## config.mk

```make
export PLATFORM = sky130hd
export DESIGN_NAME = occupancy_grid_cell_merge_core
export DESIGN_NICKNAME = d
export VERILOG_FILES = /design/src/sv/ogcm_pkg.sv /design/src/sv/ogcm_csr.sv /design/src/sv/ogcm_ctrl.sv /design/src/sv/ogcm_datapath.sv /design/src/sv/occupancy_grid_cell_merge_core.sv
export SDC_FILE = /design/constraint.sdc
export NUM_CORES = 1
export LEC_CHECK = 0
export ABC_AREA = 1
export BUFFER_PORTS_ARGS = -buffer_cell sky130_fd_sc_hd__clkbuf_2
export CAP_MARGIN = 30
export CORE_MARGIN = 4
export CORE_UTILIZATION = 65
export DETAILED_ROUTE_END_ITERATION = 10
export PLACE_DENSITY = 0.95
export SYNTH_ARGS = -nofsm -noshare
export SYNTH_HDL_FRONTEND = slang
export SYNTH_HIERARCHICAL = 1
export SYNTH_SLANG_ARGS = --single-unit
```

## constraint.sdc

```tcl
create_clock -name clock -period 5.6 [get_ports clock]
set_input_delay 0.56 -clock clock [delete_from_list [all_inputs] [get_ports clock]]
set_output_delay 0.56 -clock clock [all_outputs]
set_load 0.02 [all_outputs]
```

## src/sv/ogcm_pkg.sv

```systemverilog
`timescale 1ns / 1ps
package ogcm_pkg;

   // Sizing of the frame counters and of the index fraction
   localparam int CELL_COUNT_BITS = 24;
   localparam int INDEX_FRAC_BITS = 16;

   localparam int CELL_W  = 8;
   localparam int COUNT_W = CELL_COUNT_BITS + 1;
   localparam int SUM_W   = COUNT_W + 1;
   localparam int REM_W   = SUM_W + 1;
   localparam int INDEX_W = INDEX_FRAC_BITS + 1;
   localparam int STEP_W  = $clog2(INDEX_FRAC_BITS);

   // Configuration port
   localparam int CSR_ADDR_W = 4;
   localparam int CSR_DATA_W = 32;
   localparam logic [1:0] CSR_UNKNOWN_IDX  = 2'd0;
   localparam logic [1:0] CSR_OCCUPIED_IDX = 2'd1;
   localparam logic [1:0] CSR_FREE_IDX     = 2'd2;

   localparam logic [CELL_W-1:0] UNKNOWN_RESET  = 8'd205;
   localparam logic [CELL_W-1:0] OCCUPIED_RESET = 8'd0;
   localparam logic [CELL_W-1:0] FREE_RESET     = 8'd254;

   // Index status codes
   localparam logic [1:0] STATUS_OK       = 2'd0;
   localparam logic [1:0] STATUS_NO_KNOWN = 2'd1;
   localparam logic [1:0] STATUS_INVALID  = 2'd2;

   // Controller commands to the datapath
   typedef struct packed {
      logic take_pair;    // accept a pair that is not the frame's last
      logic take_last;    // accept the frame's last pair, start the divide
      logic div_step;     // one restoring divide step
      logic load_result;  // move the last pair's result to the output
   } ogcm_cmd_type;

   // Cell codes from the configuration registers
   typedef struct packed {
      logic [CELL_W-1:0] unknown_code;
      logic [CELL_W-1:0] occupied_code;
      logic [CELL_W-1:0] free_code;
   } ogcm_codes_type;

endpackage

```

## src/sv/ogcm_csr.sv

```systemverilog
`timescale 1ns / 1ps
module ogcm_csr import ogcm_pkg::*; (
   input  logic                  clock,
   input  logic                  reset,
   input  logic                  csr_psel,
   input  logic                  csr_penable,
   input  logic                  csr_pwrite,
   input  logic [CSR_ADDR_W-1:0] csr_paddr,
   input  logic [CSR_DATA_W-1:0] csr_pwdata,
   output logic [CSR_DATA_W-1:0] csr_prdata,
   output logic                  csr_pready,
   output ogcm_codes_type        codes
);

   logic [CELL_W-1:0] unknown_ff, unknown_in;
   logic [CELL_W-1:0] occupied_ff, occupied_in;
   logic [CELL_W-1:0] free_ff, free_in;
   logic              wr_en;
   logic [1:0]        reg_idx;

   assign csr_pready = 1'b1;
   assign wr_en      = csr_psel & csr_penable & csr_pwrite;
   assign reg_idx    = csr_paddr[3:2];

   // Decode the write transfer
   always_comb begin
      unknown_in  = unknown_ff;
      occupied_in = occupied_ff;
      free_in     = free_ff;
      if (wr_en) begin
         unique case (reg_idx)
            CSR_UNKNOWN_IDX:  unknown_in  = csr_pwdata[CELL_W-1:0];
            CSR_OCCUPIED_IDX: occupied_in = csr_pwdata[CELL_W-1:0];
            CSR_FREE_IDX:     free_in     = csr_pwdata[CELL_W-1:0];
            default: ;
         endcase
      end
   end

   always_ff @(posedge clock) begin
      if (reset) begin
         unknown_ff  <= UNKNOWN_RESET;
         occupied_ff <= OCCUPIED_RESET;
         free_ff     <= FREE_RESET;
      end else begin
         unknown_ff  <= unknown_in;
         occupied_ff <= occupied_in;
         free_ff     <= free_in;
      end
   end

   // Read back
   always_comb begin
      unique case (reg_idx)
         CSR_UNKNOWN_IDX:  csr_prdata = {{(CSR_DATA_W-CELL_W){1'b0}}, unknown_ff};
         CSR_OCCUPIED_IDX: csr_prdata = {{(CSR_DATA_W-CELL_W){1'b0}}, occupied_ff};
         CSR_FREE_IDX:     csr_prdata = {{(CSR_DATA_W-CELL_W){1'b0}}, free_ff};
         default:          csr_prdata = '0;
      endcase
   end

   assign codes.unknown_code  = unknown_ff;
   assign codes.occupied_code = occupied_ff;
   assign codes.free_code     = free_ff;

endmodule

```

## src/sv/ogcm_ctrl.sv

```systemverilog
`timescale 1ns / 1ps
module ogcm_ctrl import ogcm_pkg::*; (
   input  logic         clock,
   input  logic         reset,
   input  logic         req_valid,
   input  logic         req_frame_last,
   output logic         req_ready,
   output logic         rsp_valid,
   input  logic         rsp_ready,
   output ogcm_cmd_type cmd
);

   localparam logic [1:0] ST_RUN = 2'd0;
   localparam logic [1:0] ST_DIV = 2'd1;
   localparam logic [1:0] ST_FIN = 2'd2;

   logic [1:0]        state_ff, state_in;
   logic [STEP_W-1:0] step_ff, step_in;
   logic              rsp_valid_ff, rsp_valid_in;
   logic              out_free;
   logic              accept;

   // Output register can take a new result this cycle
   assign out_free  = ~rsp_valid_ff | rsp_ready;
   assign req_ready = (state_ff == ST_RUN) & out_free;
   assign accept    = req_valid & req_ready;
   assign rsp_valid = rsp_valid_ff;

   always_comb begin
      state_in     = state_ff;
      step_in      = step_ff;
      rsp_valid_in = rsp_valid_ff & ~rsp_ready;
      cmd          = '0;
      unique case (state_ff)
         ST_RUN: begin
            step_in = '0;
            if (accept) begin
               if (req_frame_last) begin
                  cmd.take_last = 1'b1;
                  state_in      = ST_DIV;
               end else begin
                  cmd.take_pair = 1'b1;
                  rsp_valid_in  = 1'b1;
               end
            end
         end
         ST_DIV: begin
            // One quotient bit per cycle
            cmd.div_step = 1'b1;
            step_in      = step_ff + 1'b1;
            if (step_ff == STEP_W'(INDEX_FRAC_BITS - 1)) begin
               state_in = ST_FIN;
            end
         end
         ST_FIN: begin
            // Hold the result until the output register drains
            if (out_free) begin
               cmd.load_result = 1'b1;
               rsp_valid_in    = 1'b1;
               state_in        = ST_RUN;
            end
         end
         default: begin
            state_in = ST_RUN;
         end
      endcase
   end

   always_ff @(posedge clock) begin
      if (reset) begin
         state_ff     <= ST_RUN;
         step_ff      <= '0;
         rsp_valid_ff <= 1'b0;
      end else begin
         state_ff     <= state_in;
         step_ff      <= step_in;
         rsp_valid_ff <= rsp_valid_in;
      end
   end

endmodule

```

## src/sv/ogcm_datapath.sv

```systemverilog
`timescale 1ns / 1ps
module ogcm_datapath import ogcm_pkg::*; (
   input  logic                clock,
   input  logic                reset,
   input  ogcm_cmd_type        cmd,
   input  ogcm_codes_type      codes,
   input  logic [CELL_W-1:0]   req_ref_cell,
   input  logic [CELL_W-1:0]   req_align_cell,
   output logic [CELL_W-1:0]   rsp_merged_cell,
   output logic                rsp_cell_invalid,
   output logic                rsp_frame_done,
   output logic [INDEX_W-1:0]  rsp_agree_ratio,
   output logic [1:0]          rsp_index_status
);

   logic [CELL_W-1:0]  r, a, unk, occ, fre;
   logic               r_known, a_known, r_unk, a_unk;
   logic [CELL_W-1:0]  merged;
   logic               bad, foreign, counted;
   logic [COUNT_W-1:0] agree_upd, disagree_upd;

   logic [COUNT_W-1:0]         agree_ff, agree_in;
   logic [COUNT_W-1:0]         disagree_ff, disagree_in;
   logic                       inv_seen_ff, inv_seen_in;
   logic [SUM_W-1:0]           rem_ff, den_ff;
   logic [INDEX_FRAC_BITS-1:0] quo_ff;
   logic                       full_ff, frame_bad_ff;
   logic [CELL_W-1:0]          hold_merged_ff;
   logic                       hold_invalid_ff;
   logic [REM_W-1:0]           shifted, diff;
   logic                       fits;

   logic [CELL_W-1:0]  out_merged_ff;
   logic               out_invalid_ff, out_done_ff;
   logic [INDEX_W-1:0] out_index_ff;
   logic [1:0]         out_status_ff;

   assign r   = req_ref_cell;
   assign a   = req_align_cell;
   assign unk = codes.unknown_code;
   assign occ = codes.occupied_code;
   assign fre = codes.free_code;

   assign r_known = (r == occ) | (r == fre);
   assign a_known = (a == occ) | (a == fre);
   assign r_unk   = (r == unk);
   assign a_unk   = (a == unk);

   // Merge rules, tested in priority order
   always_comb begin
      bad = 1'b0;
      priority if (r == a) begin
         merged = r;
      end else if (((r == occ) & (a == fre)) | ((r == fre) & (a == occ))) begin
         merged = occ;
      end else if (r_unk & a_known) begin
         merged = a;
      end else if (a_unk & r_known) begin
         merged = r;
      end else begin
         merged = unk;
         bad    = 1'b1;
      end
   end

   assign foreign = ~(r_unk | r_known) | ~(a_unk | a_known);
   assign counted = ~bad & ~r_unk & ~a_unk & r_known & a_known;

   // Saturating counts including the current pair
   always_comb begin
      agree_upd    = agree_ff;
      disagree_upd = disagree_ff;
      if (counted) begin
         if (r == a) begin
            if (~&agree_ff) agree_upd = agree_ff + 1'b1;
         end else begin
            if (~&disagree_ff) disagree_upd = disagree_ff + 1'b1;
         end
      end
   end

   always_comb begin
      agree_in    = agree_ff;
      disagree_in = disagree_ff;
      inv_seen_in = inv_seen_ff;
      if (cmd.take_pair) begin
         agree_in    = agree_upd;
         disagree_in = disagree_upd;
         inv_seen_in = inv_seen_ff | bad | foreign;
      end else if (cmd.take_last) begin
         // Clear for the next frame
         agree_in    = '0;
         disagree_in = '0;
         inv_seen_in = 1'b0;
      end
   end

   always_ff @(posedge clock) begin
      if (reset) begin
         agree_ff    <= '0;
         disagree_ff <= '0;
         inv_seen_ff <= 1'b0;
      end else begin
         agree_ff    <= agree_in;
         disagree_ff <= disagree_in;
         inv_seen_ff <= inv_seen_in;
      end
   end

   // Restoring divide step
   assign shifted = {rem_ff, 1'b0};
   assign diff    = shifted - {1'b0, den_ff};
   assign fits    = (shifted >= {1'b0, den_ff});

   always_ff @(posedge clock) begin
      if (cmd.take_last) begin
         rem_ff          <= SUM_W'(agree_upd);
         den_ff          <= SUM_W'(agree_upd) + SUM_W'(disagree_upd);
         quo_ff          <= '0;
         full_ff         <= (disagree_upd == '0);
         frame_bad_ff    <= inv_seen_ff | bad | foreign;
         hold_merged_ff  <= merged;
         hold_invalid_ff <= bad;
      end else if (cmd.div_step) begin
         rem_ff <= fits ? diff[SUM_W-1:0] : shifted[SUM_W-1:0];
         quo_ff <= {quo_ff[INDEX_FRAC_BITS-2:0], fits};
      end
   end

   // Output register
   always_ff @(posedge clock) begin
      if (cmd.take_pair) begin
         out_merged_ff  <= merged;
         out_invalid_ff <= bad;
         out_done_ff    <= 1'b0;
         out_index_ff   <= '0;
         out_status_ff  <= STATUS_OK;
      end else if (cmd.load_result) begin
         out_merged_ff  <= hold_merged_ff;
         out_invalid_ff <= hold_invalid_ff;
         out_done_ff    <= 1'b1;
         priority if (frame_bad_ff) begin
            out_index_ff  <= '0;
            out_status_ff <= STATUS_INVALID;
         end else if (den_ff == '0) begin
            out_index_ff  <= '0;
            out_status_ff <= STATUS_NO_KNOWN;
         end else if (full_ff) begin
            out_index_ff  <= INDEX_W'(1) << INDEX_FRAC_BITS;
            out_status_ff <= STATUS_OK;
         end else begin
            out_index_ff  <= {1'b0, quo_ff};
            out_status_ff <= STATUS_OK;
         end
      end
   end

   assign rsp_merged_cell  = out_merged_ff;
   assign rsp_cell_invalid = out_invalid_ff;
   assign rsp_frame_done   = out_done_ff;
   assign rsp_agree_ratio  = out_index_ff;
   assign rsp_index_status = out_status_ff;

endmodule

```

## src/sv/occupancy_grid_cell_merge_core.sv

```systemverilog
`timescale 1ns / 1ps
// Ordinary pair: result registered in the cycle after its transfer; one pair per
// cycle unless the output stalls. Last pair of a frame: transfer, 16 restoring divide
// steps at one quotient bit per cycle, load; no pair is taken in that time.
// A new pair transfers only while the output register is empty or drains that cycle.
// Synchronous active-high reset clears counters, control and output valid,
// and restores the cell codes to their defaults (205, 0, 254).
module occupancy_grid_cell_merge_core import ogcm_pkg::*; (
   input  logic                  clock,
   input  logic                  reset,
   input  logic                  req_valid,
   output logic                  req_ready,
   input  logic [CELL_W-1:0]     req_ref_cell,
   input  logic [CELL_W-1:0]     req_align_cell,
   input  logic                  req_frame_last,
   output logic                  rsp_valid,
   input  logic                  rsp_ready,
   output logic [CELL_W-1:0]     rsp_merged_cell,
   output logic                  rsp_cell_invalid,
   output logic                  rsp_frame_done,
   output logic [INDEX_W-1:0]    rsp_agree_ratio,
   output logic [1:0]            rsp_index_status,
   input  logic                  csr_psel,
   input  logic                  csr_penable,
   input  logic                  csr_pwrite,
   input  logic [CSR_ADDR_W-1:0] csr_paddr,
   input  logic [CSR_DATA_W-1:0] csr_pwdata,
   output logic [CSR_DATA_W-1:0] csr_prdata,
   output logic                  csr_pready
);

   ogcm_cmd_type   cmd;
   ogcm_codes_type codes;

   ogcm_csr u_csr (
      .clock       (clock),
      .reset       (reset),
      .csr_psel    (csr_psel),
      .csr_penable (csr_penable),
      .csr_pwrite  (csr_pwrite),
      .csr_paddr   (csr_paddr),
      .csr_pwdata  (csr_pwdata),
      .csr_prdata  (csr_prdata),
      .csr_pready  (csr_pready),
      .codes       (codes)
   );

   ogcm_ctrl u_ctrl (
      .clock          (clock),
      .reset          (reset),
      .req_valid      (req_valid),
      .req_frame_last (req_frame_last),
      .req_ready      (req_ready),
      .rsp_valid      (rsp_valid),
      .rsp_ready      (rsp_ready),
      .cmd            (cmd)
   );

   ogcm_datapath u_datapath (
      .clock            (clock),
      .reset            (reset),
      .cmd              (cmd),
      .codes            (codes),
      .req_ref_cell     (req_ref_cell),
      .req_align_cell   (req_align_cell),
      .rsp_merged_cell  (rsp_merged_cell),
      .rsp_cell_invalid (rsp_cell_invalid),
      .rsp_frame_done   (rsp_frame_done),
      .rsp_agree_ratio  (rsp_agree_ratio),
      .rsp_index_status (rsp_index_status)
   );

endmodule

```

==> results.toml <==
[min_path]
holdPathStages = 3
hold_path_startpoint = "csr_pwdata[5]"
holdPathEnd = "u_csr/free_ff[5]"
hp-class = "input pin to flop"

[timing]
worst_pin_slew_ps = 895.4
slew_headroom_pct = 40.31
min_period_ps = 4408
finalSetupViolations = 0
finalCritPeriodShare_pct = 78.72
finalHoldViolations = 0
max_freq_mhz = 226.9
fin_skew_ps = 18.71
fin_setup_tns_ps = 0
rsz0062_at_grt = "false"
final_max_slew_viol_count = 0

[synth]
synth_top_flop_cell = "dfxtp_1"
mappedNetlistArea_mm2 = 0.01402
synth_top_area_cell = "nand2_1"
ys_seq_area_share_pct = 32.19
synth.top_cell.area_share_pct = 18.36
syn_avg_cell_area_um2 = 6.634
post_synth_inst_count = 2114
synth_edf_count = 71
yosysUniqueCellTypes = 56
yosys_warnings = 6
synth_area_leaders = "nand2_1, dfxtp_1, edfxtp_1, inv_1, a21oi_1"
synth-seq-cells = 190
async_flop_share_pct = 0

[drt]
drt_wl_total_um = 37490
viasPerCell = 5.719
first_iter_violations = 1439
dr_total_vias = 13970
drc = 0
routedWlPerCell_um = 15.35
drtAntennaViolNets = 0
detail_route.first_pass.iterations = 8

[clock_network]
clock_sink_count = 190
cts_buffer_depth = 2
insertion_delay_ps = 450
cts-resized-gates = 0
cts_made_buffers = 17
holdBufCountCts = 0
clk_root_buffer_cell = "clkbuf_16"
h-tree-depth = 4
cts_setup_buffers = 0
cts_tree = "yes"
path_clk_slew_ps = 90

[worst_setup_path]
arrival_ps = 4600
startpoint_type = "flop"
cpMostUsedCell = "nand2_1"
crit_type = "flop to flop"
cp.required_ps = 5790
crit_buf_inv = 2
r2r-start = "u_csr/occupied_ff[7]"
critPathSlowestCell = "dfxtp_1"
cp-end-kind = "flop"
crit_fanout = 20
r2r-end = "u_datapath/den_ff[23]"
path_cells = "inv_1 -> nand2_1 -> nand2_1 -> nor2_1 -> nand2_1 -> nor2_2 -> nand2_1 -> nand2_4 -> nor2_4 -> nand2_4 -> nand3_2 -> or2_1 -> nor3_2 -> nand4_1 -> xor2_1 -> inv_2 -> ha_1 -> nand2_1 -> nor2_1 -> nand2_1 -> nor3_1 -> nand2_1 -> nand4_1 -> nand2_1"
rr_worst_depth = 24
slowest_delay_ps = 500
cp_top_family = "simple AND/OR/NAND/NOR gates"
rrSetupSlack_ps = 1190

[layout]
drive_above_1_share_pct = 10.93
syn2layout_area_growth_pct = 7.512
fin_cells = 2443
fin_nets = 2266
mostFrequentLayoutCell = "nand2_1"
fill_cells = 1715
final_cell_mix = "nand2_1, inv_1, nor2_1"
antenna_cells = 0

[global_route]
grt_pass1_wl_um = 61440
grt_usage_pct = 30.87
grt_max_degree = 81
grt_pass1_vias = 12880
antenna_found_initial = 0
overflow = 0

[pwr]
peakVddDrop_mv = 0.1890
p_leak_nw = 6.815
power_density_mw_per_mm2 = 271.4

[floorplan]
die_area_mm2 = 0.02399
start_util_pct = 66.30
rows = 53
fp.dieW_um = 154.9
core_area_mm2 = 0.02115
ios = 124
die_y_um = 154.9

[placement]
gp_congestion = 0.9663
dp.cells = 2411
dp_hpwl_um = 27910
port_buffers = 72

[status]
status = "finished clean"

[job]
cap_viol_max_count = 0
per-stage QoR:
stage / cell area, um2 / utilization [%] / power [mW] / hold slack (ps) / setup WS, ps
after floorplan: 14110 / - / 2.501 / 440.2 / 1914
after global placement: 14400 / 68.07 / 2.704 / 447.3 / 1137
after detailed placement: 14420 / 68.17 / 2.758 / 455.8 / 1085
after CTS: 15080 / 71.28 / 4.073 / 336.9 / 1327
after global routing: 15080 / 71.28 / 4.303 / 349.3 / 833.1
final: 15080 / 71.28 / 4.092 / 345.8 / 1192
logic make-up after synthesis:
group           count (synthesis)  synth area share (%)
flops                         190                 32.19
buf+inv                       369                 11.16
fa+ha+maj                      51                 4.603
compound gates                285                 11.33
xor+xnor                       78                 4.978
simple gates                 1139                 35.69
other cells                     2               0.05355
sequential cells by signal (all words and copies together) (netlist names), 2 cells and up:
signal                       flops
u_datapath/hold_merged_ff        8
u_csr/occupied_ff                8
u_datapath/rsp_agree_ratio      17
u_datapath/quo_ff               16
u_datapath/rsp_merged_cell       8
u_ctrl/step_ff                   4
u_csr/unknown_ff                 8
u_datapath/den_ff               26
u_csr/free_ff                    8
u_datapath/rem_ff               26
u_datapath/agree_ff             25
u_datapath/rsp_index_status      2
u_ctrl/state_ff                  2
u_datapath/disagree_ff          25
worst register-to-register path, cell delays in order (launching register included):
cell	delay [ps]
dfxtp_1	500
inv_1	100
nand2_1	70
nand2_1	70
nor2_1	150
nand2_1	80
nor2_2	140
nand2_1	100
nand2_4	150
nor2_4	80
nand2_4	210
nand3_2	160
or2_1	320
nor3_2	180
nand4_1	120
xor2_1	390
inv_2	70
ha_1	360
nand2_1	120
nor2_1	190
nand2_1	100
nor3_1	190
nand2_1	120
nand4_1	100
nand2_1	60
worst max-delay path by stage:
stage                               from               endpoint  depth (start not counted)
floorplan              req_align_cell[6]  u_datapath/den_ff[24]                         26
detailed placement       req_ref_cell[1]  u_datapath/den_ff[23]                         23
finish              u_csr/occupied_ff[7]  u_datapath/den_ff[23]                         24
global route        u_csr/occupied_ff[7]  u_datapath/den_ff[23]                         24
global placement         req_ref_cell[1]  u_datapath/den_ff[23]                         23
CTS                 u_csr/occupied_ff[7]  u_datapath/den_ff[23]                         24
metal layers:
layer | wire, um | share of wire, % | GRT usage (%) | vias up
met1 | 15850 | 42 | 42.09 | 6372
li1 | - | - | - | 6862
met2 | 17710 | 47 | 51.34 | 658
met5 | 0 | 0 | 0 | -
met4 | 879 | 2.3 | 9.882 | 0
met3 | 3051 | 8.1 | 3.839 | 80
power by group:
group	switching [mW]	internal, mW
Clock	0.690	0.642
Sequential	0.0617	1.58
Combinational	0.747	0.367
Yosys cell counts (all sizes together), types with 3 or more instances:
cell,n
buf,51
edfxtp,71
a22oi,6
ha,50
xor2,57
nand3,118
o21ai,78
o221ai,7
o22ai,17
a21oi,143
clkinv,5
nand4,59
xnor2,21
a21boi,3
inv,282
clkbuf,31
o21a,3
nor2,189
a31oi,4
dfxtp,119
o21bai,4
nand2,723
nor4,11
nor3,36
o211ai,8
area by class of cell:
type / count / area, um2 / area share (%)
Sequential cell: 190 / 4514 / 29.94
Clock buffer: 17 / 425.4 / 2.821
Inverter: 287 / 1077 / 7.145
Clock inverter: 15 / 232.7 / 1.543
Timing Repair Buffer: 81 / 440.4 / 2.921
Tap cell: 275 / 344.1 / 2.282
Multi-Input combinational cell: 1578 / 8044 / 53.35
Note: power is estimated with default switching activity, not from simulation.
